===== src/rtl/core/tch_pkg.sv =====
// ----------------------------------------------------------------------------
// tch_pkg: shared types for the threshold crossing histogram
// Function codes of an input beat and the request passed to the update stage.
// ----------------------------------------------------------------------------
package tch_pkg;

	// function codes carried on an input beat
	typedef enum logic [1:0] {
		FUNC_SAMPLE     = 2'd0,
		FUNC_READ       = 2'd1,
		FUNC_READ_CLEAR = 2'd2,
		FUNC_NONE       = 2'd3
	} func_t;

	// operation on one bin of the count memory
	typedef enum logic [2:0] {
		OP_INC   = 3'b001,
		OP_READ  = 3'b010,
		OP_CLEAR = 3'b100
	} op_t;

	// request travelling from the front end to the update stage
	typedef struct packed {
		logic valid;
		op_t  op;
		logic in_range;
	} req_t;

endpackage


===== src/rtl/core/tch_front.sv =====
// ----------------------------------------------------------------------------
// tch_front: sample tracking and request decode
// Keeps the previous sample and the waveform position, detects rising
// crossings and issues the memory read for the bin that the beat touches.
// ----------------------------------------------------------------------------
module tch_front import tch_pkg::*; #(
	parameter int BINS        = 4096,
	parameter int SAMPLE_BITS = 16
) (
	input  logic                          clk,
	input  logic                          arst_n,
	input  logic                          accept,
	input  logic                          adv,
	input  logic [1:0]                    func,
	input  logic signed [SAMPLE_BITS-1:0] intensity,
	input  logic                          first_sample,
	input  logic [$clog2(BINS)-1:0]       read_bin,
	input  logic signed [SAMPLE_BITS-1:0] threshold,
	output logic                          rd_en,
	output logic [$clog2(BINS)-1:0]       rd_addr,
	output req_t                          req_s1,
	output logic [$clog2(BINS)-1:0]       addr_s1
);

	localparam int BIN_BITS = $clog2(BINS);
	localparam int POS_BITS = $clog2(BINS + 1);

	logic signed [SAMPLE_BITS-1:0] prev_q;
	logic [POS_BITS-1:0]           pos_q;
	logic [POS_BITS-1:0]           pos_next;
	logic                          hit;
	logic                          rd_ok;
	func_t                         f;
	req_t                          req_d;
	logic [BIN_BITS-1:0]           addr_d;

	// position of this sample, crossing test
	always_comb begin
		pos_next = pos_q;
		if (pos_q < POS_BITS'(BINS)) begin
			pos_next = pos_q + POS_BITS'(1);
		end
		hit = !first_sample && (pos_next < POS_BITS'(BINS)) &&
			(prev_q < threshold) && (threshold < intensity);
		rd_ok = {1'b0, read_bin} < (BIN_BITS + 1)'(BINS);
	end

	// decode the beat into a bin request
	always_comb begin
		f      = func_t'(func);
		req_d  = '0;
		addr_d = read_bin;
		case (f)
			FUNC_SAMPLE: begin
				req_d.valid    = hit;
				req_d.op       = OP_INC;
				req_d.in_range = 1'b1;
				addr_d         = pos_next[BIN_BITS-1:0];
			end
			FUNC_READ: begin
				req_d.valid    = 1'b1;
				req_d.op       = OP_READ;
				req_d.in_range = rd_ok;
			end
			FUNC_READ_CLEAR: begin
				req_d.valid    = 1'b1;
				req_d.op       = OP_CLEAR;
				req_d.in_range = rd_ok;
			end
			default: begin
				req_d = '0;
			end
		endcase
	end

	assign rd_en   = accept && req_d.valid && req_d.in_range;
	assign rd_addr = addr_d;

	// waveform state
	always_ff @(posedge clk or negedge arst_n) begin
		if (!arst_n) begin
			prev_q <= '0;
			pos_q  <= '0;
		end else if (accept && (f == FUNC_SAMPLE)) begin
			prev_q <= intensity;
			pos_q  <= first_sample ? '0 : pos_next;
		end
	end

	// stage 1 request
	always_ff @(posedge clk or negedge arst_n) begin
		if (!arst_n) begin
			req_s1 <= '0;
		end else if (accept) begin
			req_s1 <= req_d;
		end else if (adv) begin
			req_s1.valid <= 1'b0;
		end
	end

	// stage 1 address
	always_ff @(posedge clk) begin
		if (accept) begin
			addr_s1 <= addr_d;
		end
	end

endmodule


===== config.mk =====
export PLATFORM = sky130hd
export DESIGN_NAME = tch_front
export DESIGN_NICKNAME = d
export VERILOG_FILES = /design/src/rtl/core/tch_pkg.sv /design/src/rtl/core/tch_front.sv
export SDC_FILE = /design/constraint.sdc
export NUM_CORES = 1
export LEC_CHECK = 0
export BUFFER_PORTS_ARGS = -buffer_cell sky130_fd_sc_hd__buf_2
export CORE_MARGIN = 2
export CORE_UTILIZATION = 55
export CTS_CLUSTER_DIAMETER = 200
export DETAILED_ROUTE_END_ITERATION = 16
export PLACE_DENSITY = 0.89
export SYNTH_ARGS = -nofsm -noshare
export SYNTH_HDL_FRONTEND = slang
export SYNTH_SLANG_ARGS = --single-unit

===== constraint.sdc =====
create_clock -name clk -period 3.8 [get_ports clk]
set_input_delay 0.76 -clock clk [delete_from_list [all_inputs] [get_ports clk]]
set_output_delay 0.76 -clock clk [all_outputs]
set_load 0.01 [all_outputs]

======== Yosys cells after proc, flatten, opt, wreduce, memory -nomap -nowiden ========
Cells that the tools add are included.
word-level totals
  flip-flop bits (word level) ............. 46
  latch bits .............................. 0
  memories ................................ 0
  bits in writable memories ............... 0
  output and inout bits ................... 30
  bits in read-only memories .............. 0
cells by class
  divide/modulo/power cells ............... 0
  shifts and indexed selects .............. 0
  reductions and logical operators ........ 9
  equality and inequality tests ........... 2
  muxes and demuxes ....................... 6
  magnitude comparators ................... 4
  bitwise operators ....................... 0
  $mul .................................... 0
  add/subtract/negate cells ............... 1
operators by type and width
  operator                                                                count
  16-bit less-than comparator                                             2
  13-bit less-than comparator (second input constant)                     2
  13-bit two-way mux                                                      2
  5-bit one-hot mux with 3 select lines                                   1
  13-bit by 1-bit adder with 13-bit output (second input constant)        1
  12-bit two-way mux                                                      1
  1-bit logical AND                                                       6
  2-bit by 1-bit equality test with 1-bit output (second input constant)  1
  2-bit equality test (second input constant)                             1
  2-bit zero test                                                         1
  1-bit two-way mux                                                       2
  2-bit nonzero test                                                      1
  1-bit zero test                                                         1

======== Depth between registers and ports, before layout ========
  word-level depth ........................ 9
  mapped depth ............................ 9
  mapped depth without buffers ............ 9

======== Least setup slack after synthesis ========
OpenSTA, ideal clock, no wires.
  path kind ............................... input port to output port
  start point ............................. in intensity[4]
  end point ............................... out rd_en
  path buffers ............................ 0
  data arrival time ....................... 2129 ps
  required time ........................... 3040 ps
  stages on the path ...................... 9
  path slack .............................. 911 ps
  cells stage by stage .................... inv_1 ha_1 a211o_1 a21oi_2 o21ai_1 a211o_1 mux2i_1 nand3_1 nand2_1
on the way
  cells in the longest elaborated chain, start to end .. 5
ends and longest elaborated chain
  item                                   line             RTL
  start, declared                        tch_front.sv:15  input logic signed [SAMPLE_BITS-1:0] intensity,
  16-bit less-than comparator            tch_front.sv:44  (prev_q < threshold) && (threshold < intensity);
  1-bit logical AND                      tch_front.sv:44
  5-bit one-hot mux with 3 select lines  tch_front.sv:53  case (f)
  1-bit logical AND (2 in a row)         tch_front.sv:76  assign rd_en = accept && req_d.valid && req_d.in_range;
  end, declared                          tch_front.sv:19  output logic rd_en,
Every way passes these cells.

======== Worst setup path in the final report ========
Ends and elaborated chain as after synthesis.

==> impl_metrics.ini <==
[routing]
drc = 0
avgRoutedWirePerCell_um = 13.4
via_count = 2507
via_per_inst = 5.37
first_iter_violations = 183
drt-pass1-iter-count = 4
routed_wl_um = 6240
ant_nets = 0

[critical_path]
critical_path_class = input port to output port
critPathRequiredTime_ps = 3040
critPathCaptureType = output port
crit_arrival_ps = 2430
reg2reg_from = prev_q[1]
start_kind = input port
crit_path_max_fanout = 2
startpoint = intensity[4]

[sta]
setup_slack_ps = 612
setup_tns_ps = 0
rsz0062_at_grt = false
fin_skew_ps = 8.49
period_share = 0.839
setup-violations-final = 0
hold_viol = 0
drv_slew = 0
period_needed_ps = 3190
max_freq_mhz = 314
max-slew-margin-rel = 0.487
whs_ps = 491
tightest_slew_ps = 770

[final_layout]
syn_to_final_growth_pct = 19.3
multi_input_area_um2 = 1530
diodes = 0
fillCellCount = 429
drive_above_1_share = 0.262
nNetsFinal = 483
regArea_um2 = 1210

[floorplanning]
start_util = 0.570
rows = 26
coreArea_um2 = 5140
die_w_um = 77.0
die-area_um2 = 5930
die_h_um = 77.0
io_pins = 81

[logic_synthesis]
ys_seq_area_frac = 0.413
netlist.area_leader.share = 0.290
synthesis.area_per_instance_um2 = 9.19
synth_most_common_cell = nand2_1
async_flop_share = 0.739
ys_ff_latch = 46
ys_types = 43
syn_inst = 319
yosysTopAreaCell = dfrtp_1
syn_area_um2 = 2930
synth_edf_count = 12
yosys_most_used_dff = dfrtp_1
synthTopCellsByArea = dfrtp_1, ha_1, edfxtp_1
syn_nets = 406
yosys_warnings = 0
ys_top_cells_by_count = nand2_1, ha_1, inv_1

[cts]
htreeDepth = 2
clk_pin_slew_ps = 80
cts_buffers = 5
ctsResizeCount = 0
root_buffer = clkbuf_8
cts_hold_buffers = 0
cts_tree = built
clock_path_buffers = 2
postCtsSetupRepairBufs = 0
clk_latency_ps = 300
clock-sinks = 46

[global_routing]
overflow = 0
grt_pass1_wl_um = 10800
antenna_found_initial = 0
grt_max_degree = 35
gr-usage-all-layers = 0.224
grt_pass1_vias = 2456

[status]
run_status = finished, final reports clean

[power]
swShare = 0.288
pwr-share-seq = 0.476
comb_power_share = 0.223
netSwitchingPower_uw = 356
p_clk_frac = 0.301
ir_drop_uv = 206
p_leak_uw = 0.00179
power.density_nw_per_um2 = 353
power.internal_uw = 879

[placement]
io_buffers = 80
gp_congestion = 0.864
place_hpwl_um = 4830
dpl_worst_slack_ps = 594

[hold_path]
hold_path.startpoint = prev_q[13]
hold_class = flip-flop to flip-flop

[run]
max-cap-violations = 0
[worst max-delay path, stage by stage]
cell and delay (ps):
buf_2 80, inv_1 40, ha_1 300, a211o_1 310
a21oi_2 100, o21ai_1 70, a211o_1 280, mux2i_1 150
nand3_1 140, nand2_1 80, buf_2 120
[layer usage]
metal | up-vias | routed length [um] | track usage
met5 | - | 0 | 0
met4 | 0 | 101 | 0.0804
met1 | 1165 | 2650 | 0.268
li1 | 1252 | - | -
met3 | 10 | 330 | 0.0435
met2 | 80 | 3160 | 0.401
[per-stage QoR]
stage	cell area (um2)	power [uW]	instances	utilization
after CTS	3500	1240	467	0.680
after global routing	3500	1310	467	0.680
final	3500	1240	467	0.680
after floorplan	2930	765	319	-
after detailed placement	3380	874	459	0.658
after global placement	3380	860	459	0.658
[kinds of logic (layout without fill, tap and decap cells)]
logic type / Yosys count / in the layout / share of synthesized area
AOI/OAI and AO/OA: 80 / 80 / 0.161
xor gates and xnor gates: 11 / 11 / 0.0329
adders and majority gates: 36 / 36 / 0.154
buffers and inverters: 48 / 126 / 0.0640
DFF: 46 / 46 / 0.413
muxes: 8 / 8 / 0.0295
and+or+nand+nor: 90 / 90 / 0.146
[power groups by stage]
stage	Sequential, uW	Clock [uW]	Combinational, uW
after global routing	595	398	316
after global placement	596	0	265
after CTS	588	377	278
after floorplan	600	0	165
final	588	371	276
after detailed placement	598	0	276
[layout make-up]
cell class              count  share of cell area
repair buffers             83               0.121
inverters                  35              0.0376
clock inverters             3              0.0125
clock buffers               5              0.0197
flip-flops and latches     46               0.346
multi-input cells         225               0.438
well taps                  70              0.0250
[final timing paths]
path                               to  slack, ps  cells after the start
max                             rd_en        610                     11
max in group asynchronous    pos_q[6]       2780                      1
min in group asynchronous   prev_q[9]        520                      1
max reg2reg                 req_s1[4]       1970                      7
min                        prev_q[13]        490                      2
min reg2reg                prev_q[13]        490                      2
[cells in the final DEF, fill, tap and decap left out, types with 3 or more instances in the layout]
cell,Yosys,layout
buf_2,3,80
nand2_1,37,37
ha_1,36,36
inv_1,35,35
dfrtp_1,34,34
o21ai_0,29,29
a21oi_1,24,24
nor2_1,21,21
edfxtp_1,12,12
nand3_1,9,9
o31ai_1,8,8
xor2_1,6,6
xnor2_1,5,5
mux2_2,5,5
clkbuf_8,0,5
nand2b_1,4,4
a21o_1,4,4
a31oi_1,3,3
nand4_1,3,3
mux2i_1,3,3
buf_4,1,3
[state kept, by name, summed over array words and instances, names as in the netlist]
register and cells:
pos_q 13, req_s1 5, prev_q 16, addr_s1 12
Power figures use the tool's default switching activity.
