===== src/rtl/core/tch_pkg.sv =====
// ----------------------------------------------------------------------------
// tch_pkg: shared types for the threshold crossing histogram
// Function codes of an input beat and the request passed to the update stage.
// ----------------------------------------------------------------------------
package tch_pkg;

	// function codes carried on an input beat
	typedef enum logic [1:0] {
		FUNC_SAMPLE     = 2'd0,
		FUNC_READ       = 2'd1,
		FUNC_READ_CLEAR = 2'd2,
		FUNC_NONE       = 2'd3
	} func_t;

	// operation on one bin of the count memory
	typedef enum logic [2:0] {
		OP_INC   = 3'b001,
		OP_READ  = 3'b010,
		OP_CLEAR = 3'b100
	} op_t;

	// request travelling from the front end to the update stage
	typedef struct packed {
		logic valid;
		op_t  op;
		logic in_range;
	} req_t;

endpackage


===== src/rtl/core/tch_update.sv =====
// ----------------------------------------------------------------------------
// tch_update: read-modify-write of one bin and result register
// Forwards the last written count over the memory read, saturates the
// increment and holds the read result until the output side takes it.
// ----------------------------------------------------------------------------
module tch_update import tch_pkg::*; #(
	parameter int BINS       = 4096,
	parameter int COUNT_BITS = 32
) (
	input  logic                       clk,
	input  logic                       arst_n,
	input  req_t                       req_s1,
	input  logic [$clog2(BINS)-1:0]    addr_s1,
	input  logic [COUNT_BITS-1:0]      rdata,
	input  logic                       out_ready,
	output logic                       adv,
	output logic                       we,
	output logic [$clog2(BINS)-1:0]    waddr,
	output logic [COUNT_BITS-1:0]      wdata,
	output logic                       out_valid,
	output logic [$clog2(BINS)-1:0]    bin_index,
	output logic [COUNT_BITS-1:0]      bin_count,
	output logic                       nonzero
);

	localparam int BIN_BITS = $clog2(BINS);
	localparam logic [COUNT_BITS-1:0] COUNT_MAX = '1;

	logic                  fwd_valid_q;
	logic [BIN_BITS-1:0]   fwd_addr_q;
	logic [COUNT_BITS-1:0] fwd_data_q;
	logic [COUNT_BITS-1:0] cur;
	logic [COUNT_BITS-1:0] cnt_rd;
	logic                  is_read;
	logic                  out_free;
	logic                  out_valid_q;

	// current count, with the last write forwarded
	always_comb begin
		cur = rdata;
		if (fwd_valid_q && (fwd_addr_q == addr_s1)) begin
			cur = fwd_data_q;
		end
		is_read  = req_s1.op != OP_INC;
		out_free = !out_valid_q || out_ready;
		adv      = req_s1.valid && (!is_read || out_free);
		we       = adv && req_s1.in_range && (req_s1.op != OP_READ);
		waddr    = addr_s1;
		wdata    = '0;
		if (req_s1.op == OP_INC) begin
			wdata = (cur == COUNT_MAX) ? cur : cur + COUNT_BITS'(1);
		end
		cnt_rd = req_s1.in_range ? cur : '0;
	end

	// forwarding register
	always_ff @(posedge clk or negedge arst_n) begin
		if (!arst_n) begin
			fwd_valid_q <= 1'b0;
		end else if (we) begin
			fwd_valid_q <= 1'b1;
		end
	end

	always_ff @(posedge clk) begin
		if (we) begin
			fwd_addr_q <= waddr;
			fwd_data_q <= wdata;
		end
	end

	// result register
	always_ff @(posedge clk or negedge arst_n) begin
		if (!arst_n) begin
			out_valid_q <= 1'b0;
		end else if (adv && is_read) begin
			out_valid_q <= 1'b1;
		end else if (out_ready) begin
			out_valid_q <= 1'b0;
		end
	end

	always_ff @(posedge clk) begin
		if (adv && is_read) begin
			bin_index <= addr_s1;
			bin_count <= cnt_rd;
			nonzero   <= cnt_rd != '0;
		end
	end

	assign out_valid = out_valid_q;

endmodule


===== config.mk =====
export PLATFORM = sky130hd
export DESIGN_NAME = tch_update
export DESIGN_NICKNAME = d
export VERILOG_FILES = /design/src/rtl/core/tch_pkg.sv /design/src/rtl/core/tch_update.sv
export SDC_FILE = /design/constraint.sdc
export NUM_CORES = 1
export LEC_CHECK = 0
export BUFFER_PORTS_ARGS = -buffer_cell sky130_fd_sc_hd__buf_2
export CAP_MARGIN = 20
export CORE_MARGIN = 1
export CORE_UTILIZATION = 57
export CTS_CLUSTER_DIAMETER = 100
export CTS_CLUSTER_SIZE = 40
export DETAILED_ROUTE_END_ITERATION = 8
export HOLD_SLACK_MARGIN = 0.15
export PLACE_DENSITY = 0.9
export SLEW_MARGIN = 25
export SYNTH_ARGS = -nofsm -noshare
export SYNTH_HDL_FRONTEND = slang
export SYNTH_SLANG_ARGS = --single-unit

===== constraint.sdc =====
create_clock -name clk -period 7.85 [get_ports clk]
set_input_delay 0.785 -clock clk [delete_from_list [all_inputs] [get_ports clk]]
set_output_delay 0.785 -clock clk [all_outputs]
set_load 0.02 [all_outputs]

==> Word level (Yosys, flattened, before mapping) <==
Index checks and enable logic that the tools add are counted.
{ "word_totals": {"register_bits": 91, "in_bits": 52, "output_inout_bits": 92, "wordCells": 30} }
{ "op_classes": {"n_addsub": 1, "n_eq_ne": 5, "n_mux": 6, "n_reduce_logical": 11} }
{ "ops": {"columns": ["cell", "n"], "rows": [
  ["$mux W32", 4],
  ["$add A32 B1 Y32 const B", 1],
  ["$eq A32 B32 Y1 const B", 1],
  ["$reduce_bool A32 Y1", 1],
  ["$eq A12 B12 Y1", 1],
  ["$logic_and A1 B1 Y1", 5],
  ["$eq A3 B1 Y1 const B", 1],
  ["$ne A3 B1 Y1 const B", 1],
  ["$ne A3 B2 Y1 const B", 1],
  ["$logic_not A1 Y1", 2],
  ["$logic_or A1 B1 Y1", 2],
  ["$mux W1", 2],
  ["$reduce_bool A2 Y1", 1]
]} }

==> Logic depth before layout (Yosys ltp) <==
Gate-level depths: netlist (run 1).
{ "depth": {"ltp_word": 6, "ltp_mapped": 17, "ltp_nobuf": 13} }

==> Least setup slack after synthesis (run 1) <==
Ideal clock, no wire load.
{ "synth_path": {"path_type": "input to register", "from": "input req_s1[3] (netlist bit)", "to": "register bin_count[0] (enable)", "setup_time_ns": 0.503, "arrival_time_ns": 4.312, "required_ns": 7.347, "path_slack_ns": 3.035, "cell_stages": 4, "path_buffers": 1, "cell_sequence": "nor2_1 and2_1 clkbuf_1 nor3_1"} }
{ "synth_between": {"elab_chain_cells": 5} }
{ "synth_lines": {"columns": ["element", "line", "source"], "rows": [
  ["start, declared", "tch_update.sv:12", "input req_t req_s1,"],
  ["$ne A3 B1 Y1 *", "tch_update.sv:44", "is_read = req_s1.op != OP_INC;"],
  ["$logic_not A1 Y1", "tch_update.sv:46", "adv = req_s1.valid && (!is_read || out_free);"],
  ["$logic_or A1 B1 Y1", "tch_update.sv:46", null],
  ["$logic_and A1 B1 Y1", "tch_update.sv:46", null],
  ["$logic_and A1 B1 Y1 *", "tch_update.sv:84", "if (adv && is_read) begin"],
  ["end signal, assigned", "tch_update.sv:86", "bin_count <= cnt_rd;"],
  ["end, declared", "tch_update.sv:22", "output logic [COUNT_BITS-1:0] bin_count,"]
]} }
Mark *: on every way between the ends. The rest lies on a longest branch, timed or not.
A chain may end at the register's enable or synchronous reset.

==> Worst setup path in the final report (run 1) <==
{ "layout_path": {"from": "input addr_s1[7]", "to": "output wdata[26]"} }
{ "layout_between": {"elab_chain_cells": 6, "word_cells_on_any_way": 7, "classes_between": "add/sub: 1; eq/ne: 2; mux: 3; reduce/logical: 1"} }
{ "layout_lines": {"columns": ["element", "line", "source"], "rows": [
  ["start, declared", "tch_update.sv:13", "input logic [$clog2(BINS)-1:0] addr_s1,"],
  ["$eq A12 B12 Y1 *", "tch_update.sv:41", "if (fwd_valid_q && (fwd_addr_q == addr_s1)) begin"],
  ["$logic_and A1 B1 Y1 *", "tch_update.sv:41", null],
  ["$mux W32 *", "tch_update.sv:41", null],
  ["$add A32 B1 Y32 or $eq A32 B32 Y1 (tied branches)", "tch_update.sv:51", "wdata = (cur == COUNT_MAX) ? cur : cur + COUNT_BITS'(1);"],
  ["$mux W32 *", "tch_update.sv:51", null],
  ["$mux W32 *", "tch_update.sv:50", "if (req_s1.op == OP_INC) begin"],
  ["end, declared", "tch_update.sv:19", "output logic [COUNT_BITS-1:0] wdata,"]
]} }
Marks and branches as above.

==> impl_results.md, run 1 <==
- Switching part of the total: 0.2955
- Grt met1 use: 0.4014
- Pre-CTS setup slack: 2237 ps
- Min-Delay Endpoint: fwd_valid_q
- Setup violators final: 0
- Share of layout cells above drive strength 1: 0.3067
- Worst setup SP type: primary input
- CTS tree: yes
- Critical path class: primary input to primary output
- Number of flops mapped to enable cells by yosys: 89
- Int Power: around 0.00074 W
- # IOs: 144
- Vias in the first global route: 4277
- Reg area: 2723 µm²
- Worst skew pair latency: 380 ps
- Synth cell types: 50
- Number of vias per cell: 6.218
- Status: finished, final reports clean
- Die ar.: 9401 µm²
- Post-synth top area cell: edfxtp_1
- Clock transition at path regs: 120 ps
- Final RePlAce weighted congestion: 0.9141
- Die Y-Extent: 96.96 µm
- Residual DRC count: 0
- CTS sink count: 91
- Final WL: between 10000 and 15000 µm
- PnR worst setup slack: between 2000 and 2500 ps
- Resized Gates After CTS: 0
- Area grow syn2layout: 18.67%
- Nets: 648
- # diodes: 0
- Clock power frac: 0.312
- Hold Crit Class: register to register
- Cell with the most instances after synthesis: edfxtp_1
- Max FO, Critical Path: 49
- Syn_area_per_cell: approximately 11 µm²
- Cell Area, Synth: just over 5000 µm²
- Hold Crit Depth: 1
- Area of the core: 8721 µm²
- Hold_buf cts: 0
- Area share of the largest cell type after synthesis: 0.5200
- Required @ worst endpoint: 7070 ps
- Largest net degree at the start of global routing: 50
- Sw Pwr: 0.0003088 W
- Clock skew: 21.10 ps
- Power per cell area: 171.3 nW/µm²
- Drt pass-1 iters: 5
- Dpl hpwl: 9799 µm
- Ys flop type: edfxtp_1
- Most Used Layer, Global Route: met2
- GRT met2 Usage: 0.4724
- Final non-filler cell total: 708
- Initial antenna violation count: 0
- CTS buffer count: 9
- Syn Inst Count: 463
- DR iter-0 viols: 316
- Clock buffer depth: 2
- Die width: roughly 97 µm
- R2R Path Start: fwd_addr_q[7]
- Clk root buf: clkbuf_8
- Worst reg-to-reg path cell count: 13
- Inst Count DP: 691
- Pwr Total: 0.001045 W
- Area contributors post-synth: edfxtp_1, mux2i_1, xnor2_1
- Gr ovfl total: 0
- Relative slew margins: 0.4985
- Area of the multi-input gates: 2236 µm²
- CP Capture Type: primary output
- Final Cycle Share: 0.6989
- Crit path arrival time: 4700 ps
- Initial core utilization: 0.5894
- Lkg Pwr: 2.420 nW
- Post-synthesis register bit count: between 90 and 100
- Top post-synthesis cells by count: edfxtp_1, nor2_1, mux2i_1
- Tmin final: roughly 5500 ps
- Post-CTS Setup Inserts: 0
- Share of total power in combinational logic: 0.142
- Seq pwr share: 0.546
- Setup TNS: 0 ps
- Final ANT Viol Nets: 0
- Achievable frequency: roughly 180 MHz
- Wire per inst: 19.56 µm
- Htree depth: 3
- Max Cap Viol: 0
- Yosys Warn Count: 0
- Worst-margin pin slew: 750.4 ps
- RSZ-0062 raised after global routing: false
- Final Max Tran Viols: 0
- Post-synthesis sequential area ratio: 0.5297
- Port buffer count: 143
- Peak supply drop: 0.09650 mV
- Vias: 4402
- Final hold vios: 0
- Row count: 34
- First-pass GRT wire length: between 20000 and 25000 µm
- HP Start: fwd_valid_q
- Syn_nets: 516
- Async S/R FF share, synth: 0.02198
- Fillers: roughly 650
- Overall Global Routing Usage: 0.2926
- Worst R2R End: fwd_data_q[26]
- GR Util met3: 0.04986
- Worst reg-to-reg setup slack: 3640 ps
## per-layer routing
layer  part of all wire  routed length (µm)
met4              0.028                 389
met2               0.48                6640
met1               0.40                5607
met3              0.087                1211
met5                  0                   0
## sequential cells by signal, summed over array words and instances, names as in the netlist
register,cells
out_valid,1
bin_index,12
nonzero,1
bin_count,32
fwd_valid_q,1
fwd_addr_q,12
fwd_data_q,32
## worst max-delay path: stages
cell and delay, ps:
buf_2 120, xnor2_1 160, nand4_1 210, nor4_4 290, buf_4 580, nand2_1 170, nand2_1 160, ha_1 210
nand3_1 150, or3_1 420, a2111oi_1 620, o2111ai_1 280, xnor2_1 170, nor2_1 130, buf_2 190
## cells in the final DEF (no fill, tap or decap), types with 4 or more instances in the layout
master	count
mux2i_1	43
nand2_1	32
or4_1	4
a21oi_1	5
and3_1	24
clkbuf_8	9
nand4_1	16
edfxtp_1	89
o21ai_1	8
nor3_1	11
and4_1	7
xnor2_1	32
o2111ai_1	4
o21ai_0	5
nand2b_1	4
buf_2	143
inv_1	7
buf_4	6
nand3_1	14
a211oi_1	4
nor2_1	74
nor4_1	11
## power by group through the flow
stage          sequential (W)  combinational [W]  clock [W]
5_1_grt              0.000573           0.000158   0.000343
6_report             0.000571           0.000148   0.000326
3_5_place_dp         0.000581           0.000146          0
2_1_floorplan        0.000601          0.0000681          0
4_1_cts              0.000570           0.000147   0.000328
3_3_place_gp         0.000580           0.000141          0
## through the flow
stage	hold WS (ps)	instance area, µm²	utilization
finish	506.6	6100	0.6994
detailed placement	484.3	5883	0.6746
global placement	452.2	5873	0.6735
floorplan	439.4	5140	-
CTS	161.0	6088	0.6981
global route	533.6	6100	0.6994
## kinds of logic (layout without fill, tap and decap cells)
logic type | count (synthesis) | after routing | synth area share
muxes | 51 | 51 | 0.1088
buffers and inverters | 37 | 174 | 0.04041
AOI/OAI and AO/OA | 39 | 39 | 0.05453
adders and majority gates | 1 | 1 | 0.002434
xor gates and xnor gates | 34 | 34 | 0.05794
and+or+nand+nor | 210 | 210 | 0.2062
DFF | 91 | 91 | 0.5297
## final cells by class
type	instances	area share
clock buffers	9	0.02031
clock inverters	7	0.01333
inverters	8	0.004923
multi-input cells	335	0.3666
flip-flops and latches	91	0.4464
well taps	108	0.02215
repair buffers	150	0.1264
## worst max path at each step
stage | startpoint | cells after the start | slack, ps | endpoint
floorplan | req_s1[3] | 4 | 3030 | bin_count[0]
global placement | addr_s1[3] | 15 | 2340 | wdata[26]
detailed placement | addr_s1[7] | 15 | 2240 | wdata[26]
CTS | addr_s1[7] | 15 | 2220 | wdata[26]
global route | addr_s1[0] | 16 | 2100 | wdata[30]
finish | addr_s1[7] | 15 | 2360 | wdata[26]
(Power assumes the default switching activity.)
==> inputs of run 2 (changes only) <==
--- a/config.mk
+++ b/config.mk
@@ -8,12 +8,12 @@
 export BUFFER_PORTS_ARGS = -buffer_cell sky130_fd_sc_hd__buf_2
 export CAP_MARGIN = 20
 export CORE_MARGIN = 1
-export CORE_UTILIZATION = 57
+export CORE_UTILIZATION = 53
 export CTS_CLUSTER_DIAMETER = 100
 export CTS_CLUSTER_SIZE = 40
 export DETAILED_ROUTE_END_ITERATION = 8
 export HOLD_SLACK_MARGIN = 0.15
-export PLACE_DENSITY = 0.9
+export PLACE_DENSITY = 0.85
 export SLEW_MARGIN = 25
 export SYNTH_ARGS = -nofsm -noshare
 export SYNTH_HDL_FRONTEND = slang
==> constraint.sdc (replaced) <==
create_clock -name clk -period 5.5 [get_ports clk]
set_input_delay 0.55 -clock clk [delete_from_list [all_inputs] [get_ports clk]]
set_output_delay 0.55 -clock clk [all_outputs]
set_load 0.02 [all_outputs]
==> run 2 against run 1 <==
Sequential cell count unchanged. Sequential share of layout area down 0.064 points. Clock skew down 7.3 ps. Design area up 0.14%. Critical endpoint is now wdata[30]. Count of clock-buffer cells in the layout unchanged. Register-to-register slack worse by 1900 ps. Combinational power up 43%. Setup slack worse by 1500 ps. Clock power up 38%. Hold slack worse by 98 ps.
==> impl_results.md, run 2 (synthesis results as in run 1) <==
- Worst path cell trace: xnor2_1, nand4_1, or4_1, buf_4, nand2_1, nand2_1, ha_1, nand3_1, nor3_1, nand2_1, mux2i_1, nand3_2, o31a_1, nor3_1, buf_2 (was buf_2, xnor2_1, nand4_1, nor4_4, buf_4, nand2_1, nand2_1, ha_1, nand3_1, or3_1, a2111oi_1, o2111ai_1, xnor2_1, nor2_1, buf_2)
- Row count: 35 (was 34)
- Min-Delay Endpoint: bin_index[9] (was fwd_valid_q)
- Final RePlAce weighted congestion: 0.9228 (was 0.9141)
- Relative slew margins: 0.5007 (was 0.4985)
- Die Y-Extent: 100.5 µm (was 96.96 µm)
- Hold_buf cts: 1 (was 0)
- Area of the core: 9328 µm² (was 8721 µm²)
- Worst Path Buf+Inv: 2 (was 3)
- Worst reg-to-reg path cell count: 14 (was 13)
- Residual DRC count: 0 (unchanged)
- HP Start: addr_s1[9] (was fwd_valid_q)
- First-pass GRT wire length: 21400 µm (was 21800 µm)
- Largest net degree at the start of global routing: 49 (was 50)
- CP delay by family, top: simple AND/OR/NAND/NOR gates (unchanged)
- CTS buffer count: 9 (unchanged)
- R2R Path Start: fwd_addr_q[7] (unchanged)
- Die ar.: 10100 µm² (was 9401 µm²)
- Slowest cell delay on critical path: 450 ps (was 620 ps)
- Vias: 4236 (was 4402)
- Power per cell area: 241.4 nW/µm² (was 171.3 nW/µm²)
- Area grow syn2layout: 18.84% (was 18.67%)
- Post-CTS Setup Inserts: 0 (unchanged)
- Commonest non-fill, non-tap cell in the layout: buf_2 (unchanged)
- # diodes: 0 (unchanged)
- Critical path class: register to primary output (was primary input to primary output)
- Clk root buf: clkbuf_8 (unchanged)
- DR iter-0 viols: 283 (was 316)
- Max FO, Critical Path: 36 (was 49)
- Clock skew: 13.79 ps (was 21.10 ps)
- CP Capture Type: primary output (unchanged)
- Max Cap Viol: 0 (unchanged)
- Placed Area: 5909 µm² (was 5883 µm²)
- Worst skew pair latency: 360 ps (was 380 ps)
- Initial antenna violation count: 0 (unchanged)
- Hold Crit Depth: 1 (unchanged)
- CTS sink count: 91 (unchanged)
- Worst setup SP type: register (was primary input)
- Dpl hpwl: 10170 µm (was 9799 µm)
- Drt pass-1 iters: 7 (was 5)
- Post-route cell area: 6108 µm² (was 6100 µm²)
- Nets: 649 (was 648)
- Final WL: 13460 µm (was 13850 µm)
- Lkg Pwr: 2.416 nW (was 2.420 nW)
- Gr ovfl total: 0 (unchanged)
- RSZ-0062 raised after global routing: false (unchanged)
- Pwr Total: 0.001475 W (was 0.001045 W)
- Final Max Tran Viols: 0 (unchanged)
- Crit path top cell by count: nand2_1
- Share of layout cells above drive strength 1: 0.3083 (was 0.3067)
- Top Registers: bin_count x32, fwd_data_q x32 (unchanged)
- Status: finished, final reports clean (unchanged)
- CTS tree: yes (unchanged)
- Clock buffer depth: 2 (unchanged)
- Setup TNS: 0 ps (unchanged)
- Worst-margin pin slew: 743.3 ps (was 750.4 ps)
- Die width: 100.5 µm (was 96.96 µm)
- Port buffer count: 143 (unchanged)
- Hold Crit Class: primary input to register (was register to register)
- Vias in the first global route: 4212 (was 4277)
- Resized Gates After CTS: 0 (unchanged)
- Worst path slowest cell: buf_4 (was a2111oi_1)
- Final hold vios: 0 (unchanged)
- Final ANT Viol Nets: 0 (unchanged)
- Number of vias per cell: 5.811 (was 6.218)
- Final non-filler cell total: 729 (was 708)
- Required @ worst endpoint: 4950 ps (was 7070 ps)
- Htree depth: 3 (unchanged)
- Inst Count DP: 713 (was 691)
- Worst reg-to-reg setup slack: 1790 ps (was 3640 ps)
- Crit path arrival time: 4110 ps (was 4700 ps)
- Achievable frequency: 214.6 MHz
- Wire per inst: 18.46 µm (was 19.56 µm)
- # IOs: 144 (unchanged)
- Final Cycle Share: 0.8471
- Initial core utilization: 0.5510 (was 0.5894)
- Commonest cells after routing, fill and taps aside: buf_2, edfxtp_1, nor2_1 (unchanged)
- Tmin final: 4659 ps
- Worst R2R End: fwd_data_q[13] (was fwd_data_q[26])
- Peak supply drop: 0.1750 mV (was 0.09650 mV)
- Clock transition at path regs: 90 ps (was 120 ps)
- Overall Global Routing Usage: 0.2772 (was 0.2926)
- Setup violators final: 0 (unchanged)
==> run 2: layout make-up <==
type | count | area, µm²
Fill cell | 777 | 3219
Sequential cell | 91 | 2723
Multi-Input combinational cell | 335 | 2227
Timing Repair Buffer | 151 | 778.2
Tap cell | 129 | 161.4
Clock buffer | 9 | 123.9
Clock inverter | 6 | 65.06
Inverter | 8 | 30.03
==> run 2: power breakdown <==
group / switching, W / total, W / internal, W
clock: 0.000241 / 0.000450 / 0.000209
combinational: 0.000142 / 0.000211 / 0.0000690
sequential: 0.0000137 / 0.000814 / 0.000800
==> run 2: worst max path at each step <==
stage             startpoint  slack, ps  cells past startpoint           end
2_1_floorplan      req_s1[3]        920                      4  bin_count[0]
3_3_place_gp      addr_s1[3]       1050                     15     wdata[13]
3_5_place_dp      addr_s1[3]        930                     15     wdata[30]
4_1_cts        fwd_addr_q[3]        820                     14     wdata[30]
5_1_grt        fwd_addr_q[7]        570                     15     wdata[30]
6_report       fwd_addr_q[7]        840                     15     wdata[30]
==> run 2: metrics by stage <==
step	utilization	hold slack, ps	setup slack (ps)
2_1_floorplan	-	254.4	919.8
3_3_place_gp	0.6333	337.5	1047
3_5_place_dp	0.6335	336.2	927.1
4_1_cts	0.6549	406.5	820.5
5_1_grt	0.6549	410.0	567.3
6_report	0.6549	408.4	841.2
==> run 2: layer usage <==
metal,GRT usage,part of all wire,vias to the layer above
li1,-,-,1991
met1,0.3696,0.42,2002
met2,0.4573,0.48,228
met3,0.06241,0.085,15
met4,0.07692,0.014,0
met5,0,0,-
==> run 2: worst reg2reg max path, delay by kind of cell (launching register included) <==
family | cells | cell delay, ps
simple gates | 8 | 1490
buf+inv | 1 | 450
compound gates | 2 | 440
flops | 1 | 410
mux | 1 | 320
fa+ha+maj | 1 | 220
xor+xnor | 1 | 140
